$ cat src/design/twcs_pkg.sv
// twcs_pkg: shared types, codes, widths and helpers of the textured wall column span block
// used by every module in the design folder; depends on nothing

package twcs_pkg;

    localparam int FRAC_BITS   = 16;
    localparam int ROW_W       = 12;
    localparam int COL_W       = 12;
    localparam int SCR_W       = 12;
    localparam int PITCH_W     = 13;
    localparam int TEX_W       = 11;
    localparam int TEXCOL_W    = 10;
    localparam int FIELD_W     = 16;
    localparam int WALL_W      = 15;
    localparam int CENTER_W    = 17;
    localparam int FACE_SIDE_W = 3;
    localparam int POS_W       = 40;
    localparam int STEP_W      = 32;
    localparam int PIXEL_W     = 24;
    localparam int CFG_W       = 13;
    localparam int CFG_IDX_W   = 2;
    localparam int TEX_MAX     = 1024;

    localparam int DIVIDEND_W  = TEX_W + FRAC_BITS;
    localparam int DIV_CNT_W   = $clog2(DIVIDEND_W);
    localparam int PROD_W      = CENTER_W + STEP_W + 1;

    localparam int QUEUE_DEPTH = 2;
    localparam int QPTR_W      = $clog2(QUEUE_DEPTH);
    localparam int QCNT_W      = $clog2(QUEUE_DEPTH + 1);

    localparam logic [CFG_IDX_W-1:0] REG_SCREEN_HEIGHT  = 2'd0;
    localparam logic [CFG_IDX_W-1:0] REG_ROW_PITCH      = 2'd1;
    localparam logic [CFG_IDX_W-1:0] REG_TEXTURE_WIDTH  = 2'd2;
    localparam logic [CFG_IDX_W-1:0] REG_TEXTURE_HEIGHT = 2'd3;

    localparam logic [SCR_W-1:0]   SCREEN_HEIGHT_RST  = 12'd480;
    localparam logic [PITCH_W-1:0] ROW_PITCH_RST      = 13'd640;
    localparam logic [TEX_W-1:0]   TEXTURE_WIDTH_RST  = 11'd64;
    localparam logic [TEX_W-1:0]   TEXTURE_HEIGHT_RST = 11'd64;

    localparam logic [1:0] CMD_ADVANCE = 2'd0;
    localparam logic [1:0] CMD_LOAD    = 2'd1;
    localparam logic [1:0] CMD_CLEAR   = 2'd2;

    typedef struct packed {
        logic [1:0]                 kind;
        logic [ROW_W-1:0]           row_top;
        logic [ROW_W-1:0]           row_bot;
        logic [COL_W-1:0]           column;
        logic [TEXCOL_W-1:0]        texcol;
        logic [FACE_SIDE_W-1:0]     face_side;
        logic [WALL_W-1:0]          wall_h;
        logic signed [CENTER_W-1:0] center_off;
    } item_t;

    typedef struct packed {
        logic [SCR_W-1:0]   screen_height;
        logic [PITCH_W-1:0] row_pitch;
        logic [TEX_W-1:0]   texture_width;
        logic [TEX_W-1:0]   texture_height;
    } cfg_t;

    // zero acts as one, sizes beyond the maximum act as the maximum
    function automatic logic [TEX_W-1:0] tex_size(input logic [TEX_W-1:0] r);
        logic [TEX_W-1:0] s;
        if (r == '0) begin
            s = TEX_W'(1);
        end else if (r > TEX_W'(TEX_MAX)) begin
            s = TEX_W'(TEX_MAX);
        end else begin
            s = r;
        end
        return s;
    endfunction

endpackage

$ cat src/design/twcs_front.sv
// twcs_front: accepts input requests, clamps the span and classifies each one for the queue
// depends on twcs_pkg

module twcs_front (
    input  logic                              s_valid,
    output logic                              s_ready,
    input  logic                              s_mode,
    input  logic [twcs_pkg::COL_W-1:0]        s_column_x,
    input  logic signed [twcs_pkg::FIELD_W-1:0] s_span_top,
    input  logic signed [twcs_pkg::FIELD_W-1:0] s_span_bottom,
    input  logic signed [twcs_pkg::FIELD_W-1:0] s_wall_height,
    input  logic signed [twcs_pkg::FIELD_W-1:0] s_texture_column,
    input  logic [1:0]                        s_wall_face,
    input  logic                              s_shaded_side,
    input  twcs_pkg::cfg_t                    cfg,
    input  logic                              q_full,
    output logic                              q_push,
    output twcs_pkg::item_t                   q_item
);

    logic [twcs_pkg::SCR_W-1:0]            scr;
    logic [twcs_pkg::TEX_W-1:0]            tw;
    logic signed [twcs_pkg::FIELD_W:0]     top_c;
    logic signed [twcs_pkg::FIELD_W:0]     bot_c;
    logic signed [twcs_pkg::FIELD_W:0]     scr_s;
    logic signed [twcs_pkg::FIELD_W:0]     tw_s;
    logic signed [twcs_pkg::FIELD_W:0]     tc_s;
    logic [twcs_pkg::TEXCOL_W-1:0]         tc_c;
    logic                                  empty;

    assign scr = (cfg.screen_height == '0) ? twcs_pkg::SCR_W'(1) : cfg.screen_height;
    assign tw  = twcs_pkg::tex_size(cfg.texture_width);

    assign scr_s = $signed({{(twcs_pkg::FIELD_W + 1 - twcs_pkg::SCR_W){1'b0}}, scr});
    assign tw_s  = $signed({{(twcs_pkg::FIELD_W + 1 - twcs_pkg::TEX_W){1'b0}}, tw});
    assign tc_s  = {s_texture_column[twcs_pkg::FIELD_W-1], s_texture_column};

    always_comb begin
        top_c = {s_span_top[twcs_pkg::FIELD_W-1], s_span_top};
        if (s_span_top < 0) begin
            top_c = '0;
        end
        bot_c = {s_span_bottom[twcs_pkg::FIELD_W-1], s_span_bottom};
        if (bot_c >= scr_s) begin
            bot_c = scr_s - 17'sd1;
        end
        empty = (top_c > bot_c);

        if (tc_s < 0) begin
            tc_c = '0;
        end else if (tc_s >= tw_s) begin
            tc_c = twcs_pkg::TEXCOL_W'(tw - twcs_pkg::TEX_W'(1));
        end else begin
            tc_c = tc_s[twcs_pkg::TEXCOL_W-1:0];
        end
    end

    assign s_ready = !q_full;
    assign q_push  = s_valid && !q_full;

    always_comb begin
        q_item.row_top   = top_c[twcs_pkg::ROW_W-1:0];
        q_item.row_bot   = bot_c[twcs_pkg::ROW_W-1:0];
        q_item.column    = s_column_x;
        q_item.texcol    = tc_c;
        q_item.face_side = {s_shaded_side, s_wall_face};
        q_item.wall_h    = s_wall_height[twcs_pkg::WALL_W-1:0];
        q_item.center_off =
            $signed({{(twcs_pkg::CENTER_W - twcs_pkg::ROW_W){1'b0}},
                     top_c[twcs_pkg::ROW_W-1:0]})
          - $signed({{(twcs_pkg::CENTER_W - twcs_pkg::SCR_W + 1){1'b0}},
                     scr[twcs_pkg::SCR_W-1:1]})
          + $signed({{(twcs_pkg::CENTER_W - twcs_pkg::WALL_W + 1){1'b0}},
                     s_wall_height[twcs_pkg::WALL_W-1:1]});
        if (s_mode) begin
            q_item.kind = twcs_pkg::CMD_ADVANCE;
        end else if (s_wall_height <= 0 || empty) begin
            q_item.kind = twcs_pkg::CMD_CLEAR;
        end else begin
            q_item.kind = twcs_pkg::CMD_LOAD;
        end
    end

endmodule

$ cat src/design/twcs_queue.sv
// twcs_queue: short request queue between the front and the back
// depends on twcs_pkg

module twcs_queue (
    input  logic            aclk,
    input  logic            aresetn,
    input  logic            push,
    input  twcs_pkg::item_t push_item,
    output logic            full,
    input  logic            pop,
    output logic            q_valid,
    output twcs_pkg::item_t q_item
);

    twcs_pkg::item_t                entry_reg [twcs_pkg::QUEUE_DEPTH];
    logic [twcs_pkg::QPTR_W-1:0]    wr_ptr_reg, wr_ptr_next;
    logic [twcs_pkg::QPTR_W-1:0]    rd_ptr_reg, rd_ptr_next;
    logic [twcs_pkg::QCNT_W-1:0]    count_reg, count_next;

    assign full    = (count_reg == twcs_pkg::QCNT_W'(twcs_pkg::QUEUE_DEPTH));
    assign q_valid = (count_reg != '0);
    assign q_item  = entry_reg[rd_ptr_reg];

    always_comb begin
        wr_ptr_next = wr_ptr_reg;
        rd_ptr_next = rd_ptr_reg;
        count_next  = count_reg;
        if (push) begin
            wr_ptr_next = (wr_ptr_reg == twcs_pkg::QPTR_W'(twcs_pkg::QUEUE_DEPTH - 1))
                        ? '0 : wr_ptr_reg + twcs_pkg::QPTR_W'(1);
        end
        if (pop) begin
            rd_ptr_next = (rd_ptr_reg == twcs_pkg::QPTR_W'(twcs_pkg::QUEUE_DEPTH - 1))
                        ? '0 : rd_ptr_reg + twcs_pkg::QPTR_W'(1);
        end
        if (push && !pop) begin
            count_next = count_reg + twcs_pkg::QCNT_W'(1);
        end else if (pop && !push) begin
            count_next = count_reg - twcs_pkg::QCNT_W'(1);
        end
    end

    always_ff @(posedge aclk) begin
        if (!aresetn) begin
            wr_ptr_reg <= '0;
            rd_ptr_reg <= '0;
            count_reg  <= '0;
        end else begin
            wr_ptr_reg <= wr_ptr_next;
            rd_ptr_reg <= rd_ptr_next;
            count_reg  <= count_next;
        end
    end

    always_ff @(posedge aclk) begin
        if (push) begin
            entry_reg[wr_ptr_reg] <= push_item;
        end
    end

endmodule

$ cat src/design/twcs_div.sv
// twcs_div: bit-serial restoring divider for the texture step, one quotient bit a cycle
// depends on twcs_pkg

module twcs_div (
    input  logic                              aclk,
    input  logic                              aresetn,
    input  logic                              start,
    input  logic [twcs_pkg::DIVIDEND_W-1:0]   dividend,
    input  logic [twcs_pkg::WALL_W-1:0]       divisor,
    output logic                              done,
    output logic [twcs_pkg::DIVIDEND_W-1:0]   quotient
);

    logic [twcs_pkg::WALL_W-1:0]       rem_reg, rem_next;
    logic [twcs_pkg::DIVIDEND_W-1:0]   quo_reg, quo_next;
    logic [twcs_pkg::WALL_W-1:0]       dsr_reg;
    logic [twcs_pkg::DIV_CNT_W-1:0]    cnt_reg, cnt_next;
    logic                              busy_reg, busy_next;
    logic                              done_reg, done_next;
    logic [twcs_pkg::WALL_W:0]         trial;
    logic [twcs_pkg::WALL_W:0]         diff;
    logic                              ge;

    assign trial = {rem_reg, quo_reg[twcs_pkg::DIVIDEND_W-1]};
    assign diff  = trial - {1'b0, dsr_reg};
    assign ge    = (trial >= {1'b0, dsr_reg});

    always_comb begin
        rem_next  = rem_reg;
        quo_next  = quo_reg;
        cnt_next  = cnt_reg;
        busy_next = busy_reg;
        done_next = 1'b0;
        if (start) begin
            rem_next  = '0;
            quo_next  = dividend;
            cnt_next  = twcs_pkg::DIV_CNT_W'(twcs_pkg::DIVIDEND_W - 1);
            busy_next = 1'b1;
        end else if (busy_reg) begin
            rem_next = ge ? diff[twcs_pkg::WALL_W-1:0] : trial[twcs_pkg::WALL_W-1:0];
            quo_next = {quo_reg[twcs_pkg::DIVIDEND_W-2:0], ge};
            cnt_next = cnt_reg - twcs_pkg::DIV_CNT_W'(1);
            if (cnt_reg == '0) begin
                busy_next = 1'b0;
                done_next = 1'b1;
            end
        end
    end

    always_ff @(posedge aclk) begin
        if (!aresetn) begin
            busy_reg <= 1'b0;
            done_reg <= 1'b0;
            cnt_reg  <= '0;
        end else begin
            busy_reg <= busy_next;
            done_reg <= done_next;
            cnt_reg  <= cnt_next;
        end
    end

    always_ff @(posedge aclk) begin
        rem_reg <= rem_next;
        quo_reg <= quo_next;
        if (start) begin
            dsr_reg <= divisor;
        end
    end

    assign done     = done_reg;
    assign quotient = quo_reg;

endmodule

$ cat src/design/twcs_back.sv
// twcs_back: span state, step and start computation, row stepping and the result register
// depends on twcs_pkg and twcs_div

module twcs_back (
    input  logic                              aclk,
    input  logic                              aresetn,
    input  twcs_pkg::cfg_t                    cfg,
    input  logic                              q_valid,
    input  twcs_pkg::item_t                   q_item,
    output logic                              q_pop,
    output logic                              m_valid,
    input  logic                              m_ready,
    output logic [twcs_pkg::PIXEL_W-1:0]      m_pixel_index,
    output logic [twcs_pkg::TEXCOL_W-1:0]     m_texel_col,
    output logic [twcs_pkg::TEXCOL_W-1:0]     m_texel_row,
    output logic [1:0]                        m_face_out,
    output logic                              m_side_out,
    output logic                              m_last_row
);

    localparam logic [1:0] ST_IDLE = 2'd0;
    localparam logic [1:0] ST_DIV  = 2'd1;
    localparam logic [1:0] ST_MUL  = 2'd2;
    localparam logic [1:0] ST_SAT  = 2'd3;

    localparam logic signed [twcs_pkg::POS_W-1:0] POS_MAX =
        {1'b0, {(twcs_pkg::POS_W - 1){1'b1}}};
    localparam logic signed [twcs_pkg::POS_W-1:0] POS_MIN =
        {1'b1, {(twcs_pkg::POS_W - 1){1'b0}}};

    logic [1:0]                            state_reg, state_next;
    logic                                  span_active_reg;
    logic [twcs_pkg::ROW_W-1:0]            row_now_reg;
    logic [twcs_pkg::ROW_W-1:0]            row_end_reg;
    logic [twcs_pkg::COL_W-1:0]            column_reg;
    logic [twcs_pkg::TEXCOL_W-1:0]         texcol_reg;
    logic [twcs_pkg::FACE_SIDE_W-1:0]      face_side_reg;
    logic signed [twcs_pkg::POS_W-1:0]     pos_reg;
    logic [twcs_pkg::STEP_W-1:0]           step_reg;
    logic signed [twcs_pkg::CENTER_W-1:0]  center_reg;
    logic signed [twcs_pkg::PROD_W-1:0]    prod_reg;
    logic                                  m_valid_reg;

    logic [twcs_pkg::TEX_W-1:0]            th;
    logic [twcs_pkg::TEX_W-1:0]            th_m1;
    logic                                  out_free;
    logic                                  pop_advance;
    logic                                  pop_load;
    logic                                  pop_clear;
    logic                                  div_start;
    logic                                  div_done;
    logic [twcs_pkg::DIVIDEND_W-1:0]       div_q;
    logic [twcs_pkg::TEXCOL_W-1:0]         row_tex;
    logic [twcs_pkg::PITCH_W+twcs_pkg::ROW_W:0] idx;
    logic signed [twcs_pkg::POS_W:0]       pos_sum;
    logic signed [twcs_pkg::POS_W-1:0]     pos_step;
    logic signed [twcs_pkg::POS_W-1:0]     prod_sat;
    logic                                  is_last;

    assign th    = twcs_pkg::tex_size(cfg.texture_height);
    assign th_m1 = th - twcs_pkg::TEX_W'(1);

    assign out_free    = !m_valid_reg || m_ready;
    assign q_pop       = (state_reg == ST_IDLE) && q_valid &&
                         (q_item.kind != twcs_pkg::CMD_ADVANCE || out_free);
    assign pop_advance = q_pop && (q_item.kind == twcs_pkg::CMD_ADVANCE);
    assign pop_load    = q_pop && (q_item.kind == twcs_pkg::CMD_LOAD);
    assign pop_clear   = q_pop && (q_item.kind != twcs_pkg::CMD_ADVANCE) &&
                         (q_item.kind != twcs_pkg::CMD_LOAD);
    assign div_start   = pop_load;

    twcs_div u_div (
        .aclk     (aclk),
        .aresetn  (aresetn),
        .start    (div_start),
        .dividend ({th, {twcs_pkg::FRAC_BITS{1'b0}}}),
        .divisor  (q_item.wall_h),
        .done     (div_done),
        .quotient (div_q)
    );

    always_comb begin
        unique case (state_reg)
            ST_IDLE: state_next = pop_load ? ST_DIV : ST_IDLE;
            ST_DIV:  state_next = div_done ? ST_MUL : ST_DIV;
            ST_MUL:  state_next = ST_SAT;
            ST_SAT:  state_next = ST_IDLE;
            default: state_next = ST_IDLE;
        endcase
    end

    // integer texel row, saturated to the texture
    always_comb begin
        if (pos_reg < 0) begin
            row_tex = '0;
        end else if (pos_reg[twcs_pkg::POS_W-2:twcs_pkg::FRAC_BITS] >
                     {{(twcs_pkg::POS_W - 1 - twcs_pkg::FRAC_BITS - twcs_pkg::TEX_W){1'b0}},
                      th_m1}) begin
            row_tex = th_m1[twcs_pkg::TEXCOL_W-1:0];
        end else begin
            row_tex = pos_reg[twcs_pkg::FRAC_BITS+twcs_pkg::TEXCOL_W-1:twcs_pkg::FRAC_BITS];
        end
    end

    assign idx = {{(twcs_pkg::ROW_W + 1){1'b0}}, cfg.row_pitch}
               * {{(twcs_pkg::PITCH_W + 1){1'b0}}, row_now_reg}
               + {{(twcs_pkg::PITCH_W + 1){1'b0}}, column_reg};
    assign is_last = (row_now_reg == row_end_reg);

    assign pos_sum  = {pos_reg[twcs_pkg::POS_W-1], pos_reg}
                    + $signed({{(twcs_pkg::POS_W + 1 - twcs_pkg::STEP_W){1'b0}}, step_reg});
    assign pos_step = (pos_sum[twcs_pkg::POS_W] != pos_sum[twcs_pkg::POS_W-1])
                    ? POS_MAX : pos_sum[twcs_pkg::POS_W-1:0];

    always_comb begin
        if (prod_reg > $signed({{(twcs_pkg::PROD_W - twcs_pkg::POS_W){1'b0}}, POS_MAX})) begin
            prod_sat = POS_MAX;
        end else if (prod_reg <
                     $signed({{(twcs_pkg::PROD_W - twcs_pkg::POS_W){1'b1}}, POS_MIN})) begin
            prod_sat = POS_MIN;
        end else begin
            prod_sat = prod_reg[twcs_pkg::POS_W-1:0];
        end
    end

    always_ff @(posedge aclk) begin
        if (!aresetn) begin
            state_reg       <= ST_IDLE;
            span_active_reg <= 1'b0;
            m_valid_reg     <= 1'b0;
            row_now_reg     <= '0;
            row_end_reg     <= '0;
            column_reg      <= '0;
            texcol_reg      <= '0;
            face_side_reg   <= '0;
            pos_reg         <= '0;
            step_reg        <= '0;
        end else begin
            state_reg <= state_next;
            if (m_valid_reg && m_ready && !(pop_advance && span_active_reg)) begin
                m_valid_reg <= 1'b0;
            end
            if (pop_clear) begin
                span_active_reg <= 1'b0;
            end
            if (pop_load) begin
                span_active_reg <= 1'b0;
                row_now_reg     <= q_item.row_top;
                row_end_reg     <= q_item.row_bot;
                column_reg      <= q_item.column;
                texcol_reg      <= q_item.texcol;
                face_side_reg   <= q_item.face_side;
            end
            if (state_reg == ST_DIV && div_done) begin
                step_reg <= twcs_pkg::STEP_W'(div_q);
            end
            if (state_reg == ST_SAT) begin
                pos_reg         <= prod_sat;
                span_active_reg <= 1'b1;
            end
            if (pop_advance && span_active_reg) begin
                m_valid_reg <= 1'b1;
                pos_reg     <= pos_step;
                if (is_last) begin
                    span_active_reg <= 1'b0;
                end else begin
                    row_now_reg <= row_now_reg + twcs_pkg::ROW_W'(1);
                end
            end
        end
    end

    always_ff @(posedge aclk) begin
        if (pop_load) begin
            center_reg <= q_item.center_off;
        end
        if (state_reg == ST_MUL) begin
            prod_reg <= twcs_pkg::PROD_W'(center_reg) *
                        twcs_pkg::PROD_W'($signed({1'b0, step_reg}));
        end
        if (pop_advance && span_active_reg) begin
            m_pixel_index <= idx[twcs_pkg::PIXEL_W-1:0];
            m_texel_col   <= texcol_reg;
            m_texel_row   <= row_tex;
            m_face_out    <= face_side_reg[1:0];
            m_side_out    <= face_side_reg[2];
            m_last_row    <= is_last;
        end
    end

    assign m_valid = m_valid_reg;

endmodule

$ cat src/design/textured_wall_column_span_top.sv
// textured_wall_column_span_top: top level of the textured wall column span stepper
// holds the configuration registers; depends on twcs_pkg, twcs_front, twcs_queue, twcs_back
//
// usage
//   s_ channel: valid/ready requests; mode 0 loads a column span, mode 1 advances one row
//   m_ channel: valid/ready results, one per advance on an active span
//   cfg port: cfg_wr_en writes cfg_data into register cfg_index at the clock edge
//     (0 screen height, 1 row pitch, 2 texture width, 3 texture height)
//   requests enter a two-entry queue; s_ready drops only when the queue is full
//   a load occupies the back end from the cycle it leaves the queue, through the
//     bit-serial step divider, then the multiply state and the saturation state
//   an advance result is registered when the back end takes the request from the queue;
//     advances sustain one result per cycle while m_ready is high and no load is pending
//   an advance with no active span and a load with an empty span give no result
//   when the receiver stalls the result register holds, the back end stops
//     taking advances and the queue fills before s_ready drops
//   synchronous active-low reset empties the queue, drops the span and restores
//     480 rows, pitch 640 and a 64 by 64 texture

module textured_wall_column_span_top (
    input  logic                                aclk,
    input  logic                                aresetn,
    input  logic                                cfg_wr_en,
    input  logic [twcs_pkg::CFG_IDX_W-1:0]      cfg_index,
    input  logic [twcs_pkg::CFG_W-1:0]          cfg_data,
    input  logic                                s_valid,
    output logic                                s_ready,
    input  logic                                s_mode,
    input  logic [twcs_pkg::COL_W-1:0]          s_column_x,
    input  logic signed [twcs_pkg::FIELD_W-1:0] s_span_top,
    input  logic signed [twcs_pkg::FIELD_W-1:0] s_span_bottom,
    input  logic signed [twcs_pkg::FIELD_W-1:0] s_wall_height,
    input  logic signed [twcs_pkg::FIELD_W-1:0] s_texture_column,
    input  logic [1:0]                          s_wall_face,
    input  logic                                s_shaded_side,
    output logic                                m_valid,
    input  logic                                m_ready,
    output logic [twcs_pkg::PIXEL_W-1:0]        m_pixel_index,
    output logic [twcs_pkg::TEXCOL_W-1:0]       m_texel_col,
    output logic [twcs_pkg::TEXCOL_W-1:0]       m_texel_row,
    output logic [1:0]                          m_face_out,
    output logic                                m_side_out,
    output logic                                m_last_row
);

    twcs_pkg::cfg_t  cfg_reg;
    logic            q_full;
    logic            q_push;
    logic            q_pop;
    logic            q_valid;
    twcs_pkg::item_t push_item;
    twcs_pkg::item_t q_item;

    always_ff @(posedge aclk) begin
        if (!aresetn) begin
            cfg_reg.screen_height  <= twcs_pkg::SCREEN_HEIGHT_RST;
            cfg_reg.row_pitch      <= twcs_pkg::ROW_PITCH_RST;
            cfg_reg.texture_width  <= twcs_pkg::TEXTURE_WIDTH_RST;
            cfg_reg.texture_height <= twcs_pkg::TEXTURE_HEIGHT_RST;
        end else if (cfg_wr_en) begin
            unique case (cfg_index)
                twcs_pkg::REG_SCREEN_HEIGHT:
                    cfg_reg.screen_height <= cfg_data[twcs_pkg::SCR_W-1:0];
                twcs_pkg::REG_ROW_PITCH:
                    cfg_reg.row_pitch <= cfg_data[twcs_pkg::PITCH_W-1:0];
                twcs_pkg::REG_TEXTURE_WIDTH:
                    cfg_reg.texture_width <= cfg_data[twcs_pkg::TEX_W-1:0];
                twcs_pkg::REG_TEXTURE_HEIGHT:
                    cfg_reg.texture_height <= cfg_data[twcs_pkg::TEX_W-1:0];
                default: ;
            endcase
        end
    end

    twcs_front u_front (
        .s_valid          (s_valid),
        .s_ready          (s_ready),
        .s_mode           (s_mode),
        .s_column_x       (s_column_x),
        .s_span_top       (s_span_top),
        .s_span_bottom    (s_span_bottom),
        .s_wall_height    (s_wall_height),
        .s_texture_column (s_texture_column),
        .s_wall_face      (s_wall_face),
        .s_shaded_side    (s_shaded_side),
        .cfg              (cfg_reg),
        .q_full           (q_full),
        .q_push           (q_push),
        .q_item           (push_item)
    );

    twcs_queue u_queue (
        .aclk      (aclk),
        .aresetn   (aresetn),
        .push      (q_push),
        .push_item (push_item),
        .full      (q_full),
        .pop       (q_pop),
        .q_valid   (q_valid),
        .q_item    (q_item)
    );

    twcs_back u_back (
        .aclk          (aclk),
        .aresetn       (aresetn),
        .cfg           (cfg_reg),
        .q_valid       (q_valid),
        .q_item        (q_item),
        .q_pop         (q_pop),
        .m_valid       (m_valid),
        .m_ready       (m_ready),
        .m_pixel_index (m_pixel_index),
        .m_texel_col   (m_texel_col),
        .m_texel_row   (m_texel_row),
        .m_face_out    (m_face_out),
        .m_side_out    (m_side_out),
        .m_last_row    (m_last_row)
    );

endmodule
$ cat config.mk
export PLATFORM = sky130hd
export DESIGN_NAME = textured_wall_column_span_top
export DESIGN_NICKNAME = d
export VERILOG_FILES = /design/src/design/twcs_pkg.sv /design/src/design/twcs_front.sv /design/src/design/twcs_queue.sv /design/src/design/twcs_div.sv /design/src/design/twcs_back.sv /design/src/design/textured_wall_column_span_top.sv
export SDC_FILE = /design/constraint.sdc
export NUM_CORES = 2
export LEC_CHECK = 0
export ABC_AREA = 1
export BUFFER_PORTS_ARGS = -buffer_cell sky130_fd_sc_hd__buf_2
export CAP_MARGIN = 10
export CORE_UTILIZATION = 30
export CTS_CLUSTER_SIZE = 14
export DETAILED_ROUTE_END_ITERATION = 8
export GPL_TIMING_DRIVEN = 0
export HOLD_SLACK_MARGIN = 0.12
export PLACE_DENSITY = 0.47
export RECOVER_POWER = 50
export SLEW_MARGIN = 10
export SYNTH_ARGS = -nofsm -noshare
export SYNTH_HDL_FRONTEND = slang
export SYNTH_SLANG_ARGS = --single-unit
$ cat constraint.sdc
create_clock -name aclk -period 10.65 [get_ports aclk]
set_input_delay 1.065 -clock aclk [delete_from_list [all_inputs] [get_ports aclk]]
set_output_delay 1.065 -clock aclk [all_outputs]
set_load 0.05 [all_outputs]
==> results.toml <==
[run_status]
outcome = "finished, violations left"
violations = "capacitance limit, slew limit"

[critical_path]
crit_path_max_incr_delay_ns = 0.78
crit_buf_inv = 7
r2r-end = "u_back.prod_reg[32]$_DFFE_PP_"
reg2reg_depth = 22
worstPathRequired_ns = 11.07
cpMaxStageDelayCell = "clkbuf_1"
cp.arrival_ns = 8.18
cp_max_fo = 10
crit_path_end_kind = "flip-flop"
cp-start-kind = "flip-flop"
rrSetupSlack_ns = 2.90
cpLargestDelayFamily = "adder cells"
crit_path_start = "u_back.center_reg[12]$_DFFE_PP_"
endpoint = "u_back.prod_reg[32]$_DFFE_PP_"
path_depth = 22
critical_path_class = "reg -> reg"
cp_cell_sequence = "clkbuf_1 -> clkbuf_1 -> nand2_1 -> fa_1 -> inv_1 -> ha_1 -> inv_1 -> fa_1 -> inv_1 -> fa_1 -> fa_1 -> inv_1 -> fa_1 -> inv_1 -> ha_1 -> nand2_1 -> nor2_1 -> nand4_1 -> nor3_1 -> a21oi_1 -> o21bai_1 -> xor2_1"
r2r-start = "u_back.center_reg[12]$_DFFE_PP_"

[detailed_routing]
drt_iter0_markers = 2955
drtAntennaViolNets = 0
routed_wl_um = 156000
drtPass1Iterations = 7
route.detailed.drc = 0
drt-wirelength-per-cell_um = 19.0
num_vias = 38200
avgViaCountPerCell = 4.67

[die]
fp.coreArea_um2 = 155000
die_w_um = 398
io_pins = 150
rows = 144
start_util = 0.303
die-area_um2 = 158000
dieHeight_um = 398

[synth]
synth.top_cells.by_area = "fa_1, edfxtp_1, nand2_1, inv_1, ha_1"
syn_area_um2 = 47000
synth_top_area_share = 0.212
synth_warnings = 0
synth_ff_type = "edfxtp_1"
syn_inst = 5873
syn-num-nets = 6812
synth-seq-cells = 512
yosys.area.top_type = "fa_1"
synth-seq-area-share = 0.283
synth_cell_type_count = 57
synth_edf_count = 302
synth-async-reset-ratio = 0
synth.avg_cell_area_um2 = 8.00

[power]
p_leak_nw = 26.6
peakVddDrop_mv = 0.151
power.density_nw_per_um2 = 138
total_power_w = 0.00719

[final_layout]
antenna_cells = 0
multi_input_comb_area_um2 = 28000
fin_util = 0.337
layout_commonest_cell = "nand2_1"
drive_above_1_share = 0.0451
areaGrowthSynthToFinish_pct = 11.1
largest_reg_flops = 166
nets = 7029
num-fill-cells = 16500
mostFrequentLayoutCells = "nand2_1, inv_1, fa_1"
fin_area_um2 = 52200
layout.area.seq_um2 = 13300

[sta]
final.period_utilization = 0.728
final-max-slew-violation-count = 47
period_needed_ns = 7.75
max_slew.worst_pin.slew_ns = 2.12
setup_viol = 0
rsz0062_at_grt = "no"
clock_skew_ns = 0.0409
final-hold-violation-count = 0
hold_ws_ns = 0.447
fmax_mhz = 129
slew_headroom = -0.413
tns_ns = 0

[global_routing]
grt_pass1_vias = 37800
antenna_found_initial = 14
grtUsageMet2 = 0.309
met1_usage = 0.294
grt_max_degree = 42
grt_remaining_overflow = 0
grt_pass1_wl_um = 235000
top_usage_layer = "met2"
grtUsageMet3 = 0.0169
grt_usage = 0.197

[clock_tree]
clockBufferDepth = 3
clk_pin_slew_worst_paths_ns = 0.06
clk_latency_ns = 0.66
cts_tree = "yes"
cts_buffers = 56
cts_resized = 0
cts_setup_buffers = 0
cts-root-buf = "clkbuf_16"
htreeDepth = 2
clock-sinks = 512
cts_hold_buffers = 0

[placed_design]
gp_congestion = 0.919
placed_cell_area_um2 = 50600
io_buffers = 149
hpwl_um = 128000

[flow_run]
cap_violations = 2

[hold_path]
hold_path_class = "reg -> reg"
==> cells in the mapped netlist, drive strengths merged, types with 15 or more instances <==
library cell	instances
nor2	365
xor2	89
a22oi	16
a31oi	54
dfxtp	210
o21bai	15
nor3	40
fa	498
inv	1268
clkbuf	178
ha	341
a21o	15
buf	53
nand4	35
xnor2	42
nand3	143
a21oi	271
edfxtp	302
o21ai	301
nand2	1535
==> per-layer routing <==
metal / wire length [um] / up-vias
met5: 0 / -
met4: 2830 / 0
met3: 7780 / 135
met2: 68600 / 938
met1: 76500 / 18600
li1: - / 18500
==> worst min path at each step <==
stage | end | cells after the start | from
6_report | u_back.m_texel_col[5]$_DFFE_PP_ | 0 | u_back.texcol_reg[5]$_SDFFE_PN0P_
5_1_grt | u_back.m_texel_col[8]$_DFFE_PP_ | 0 | u_back.texcol_reg[8]$_SDFFE_PN0P_
4_1_cts | u_back.m_texel_col[0]$_DFFE_PP_ | 0 | u_back.texcol_reg[0]$_SDFFE_PN0P_
3_5_place_dp | u_back.m_texel_col[5]$_DFFE_PP_ | 0 | u_back.texcol_reg[5]$_SDFFE_PN0P_
3_3_place_gp | u_back.m_texel_col[0]$_DFFE_PP_ | 0 | u_back.texcol_reg[0]$_SDFFE_PN0P_
2_1_floorplan | u_back.m_face_out[0]$_DFFE_PP_ | 0 | u_back.face_side_reg[0]$_SDFFE_PN0P_
==> cells by family after synthesis <==
logic type,share of synthesized area
AND/OR/NAND/NOR,0.184
AO/OA/AOI/OAI,0.0845
adder cells (fa/ha/maj),0.303
flip-flops,0.283
buffers and inverters,0.121
XOR/XNOR,0.0244
multiplexers,0.000426
==> where the power goes <==
group / leakage, nW / total (W) / internal [W] / switching [W]
Sequential: 4.52 / 0.00258 / 0.00244 / 0.000133
Combinational: 21.1 / 0.00260 / 0.000788 / 0.00181
Clock: 0.925 / 0.00202 / 0.00114 / 0.000879
Total: 26.6 / 0.00719 / 0.00437 / 0.00282
==> stage by stage <==
step	setup slack, ns	std cells
3_3_place_gp	2.67	8066
3_5_place_dp	2.99	8076
2_1_floorplan	4.78	5873
5_1_grt	2.60	8182
6_report	2.90	8182
4_1_cts	2.93	8182
==> layout make-up <==
type                       count  area share
sequential                   512       0.254
multi-input combinational   3860       0.536
inverter                    1270      0.0913
buffer                       231      0.0175
timing repair buffer         159      0.0153
clock inverter                27     0.00561
clock buffer                  79      0.0309
tap                         2044      0.0490
Note: power is estimated with default switching activity, not from simulation.
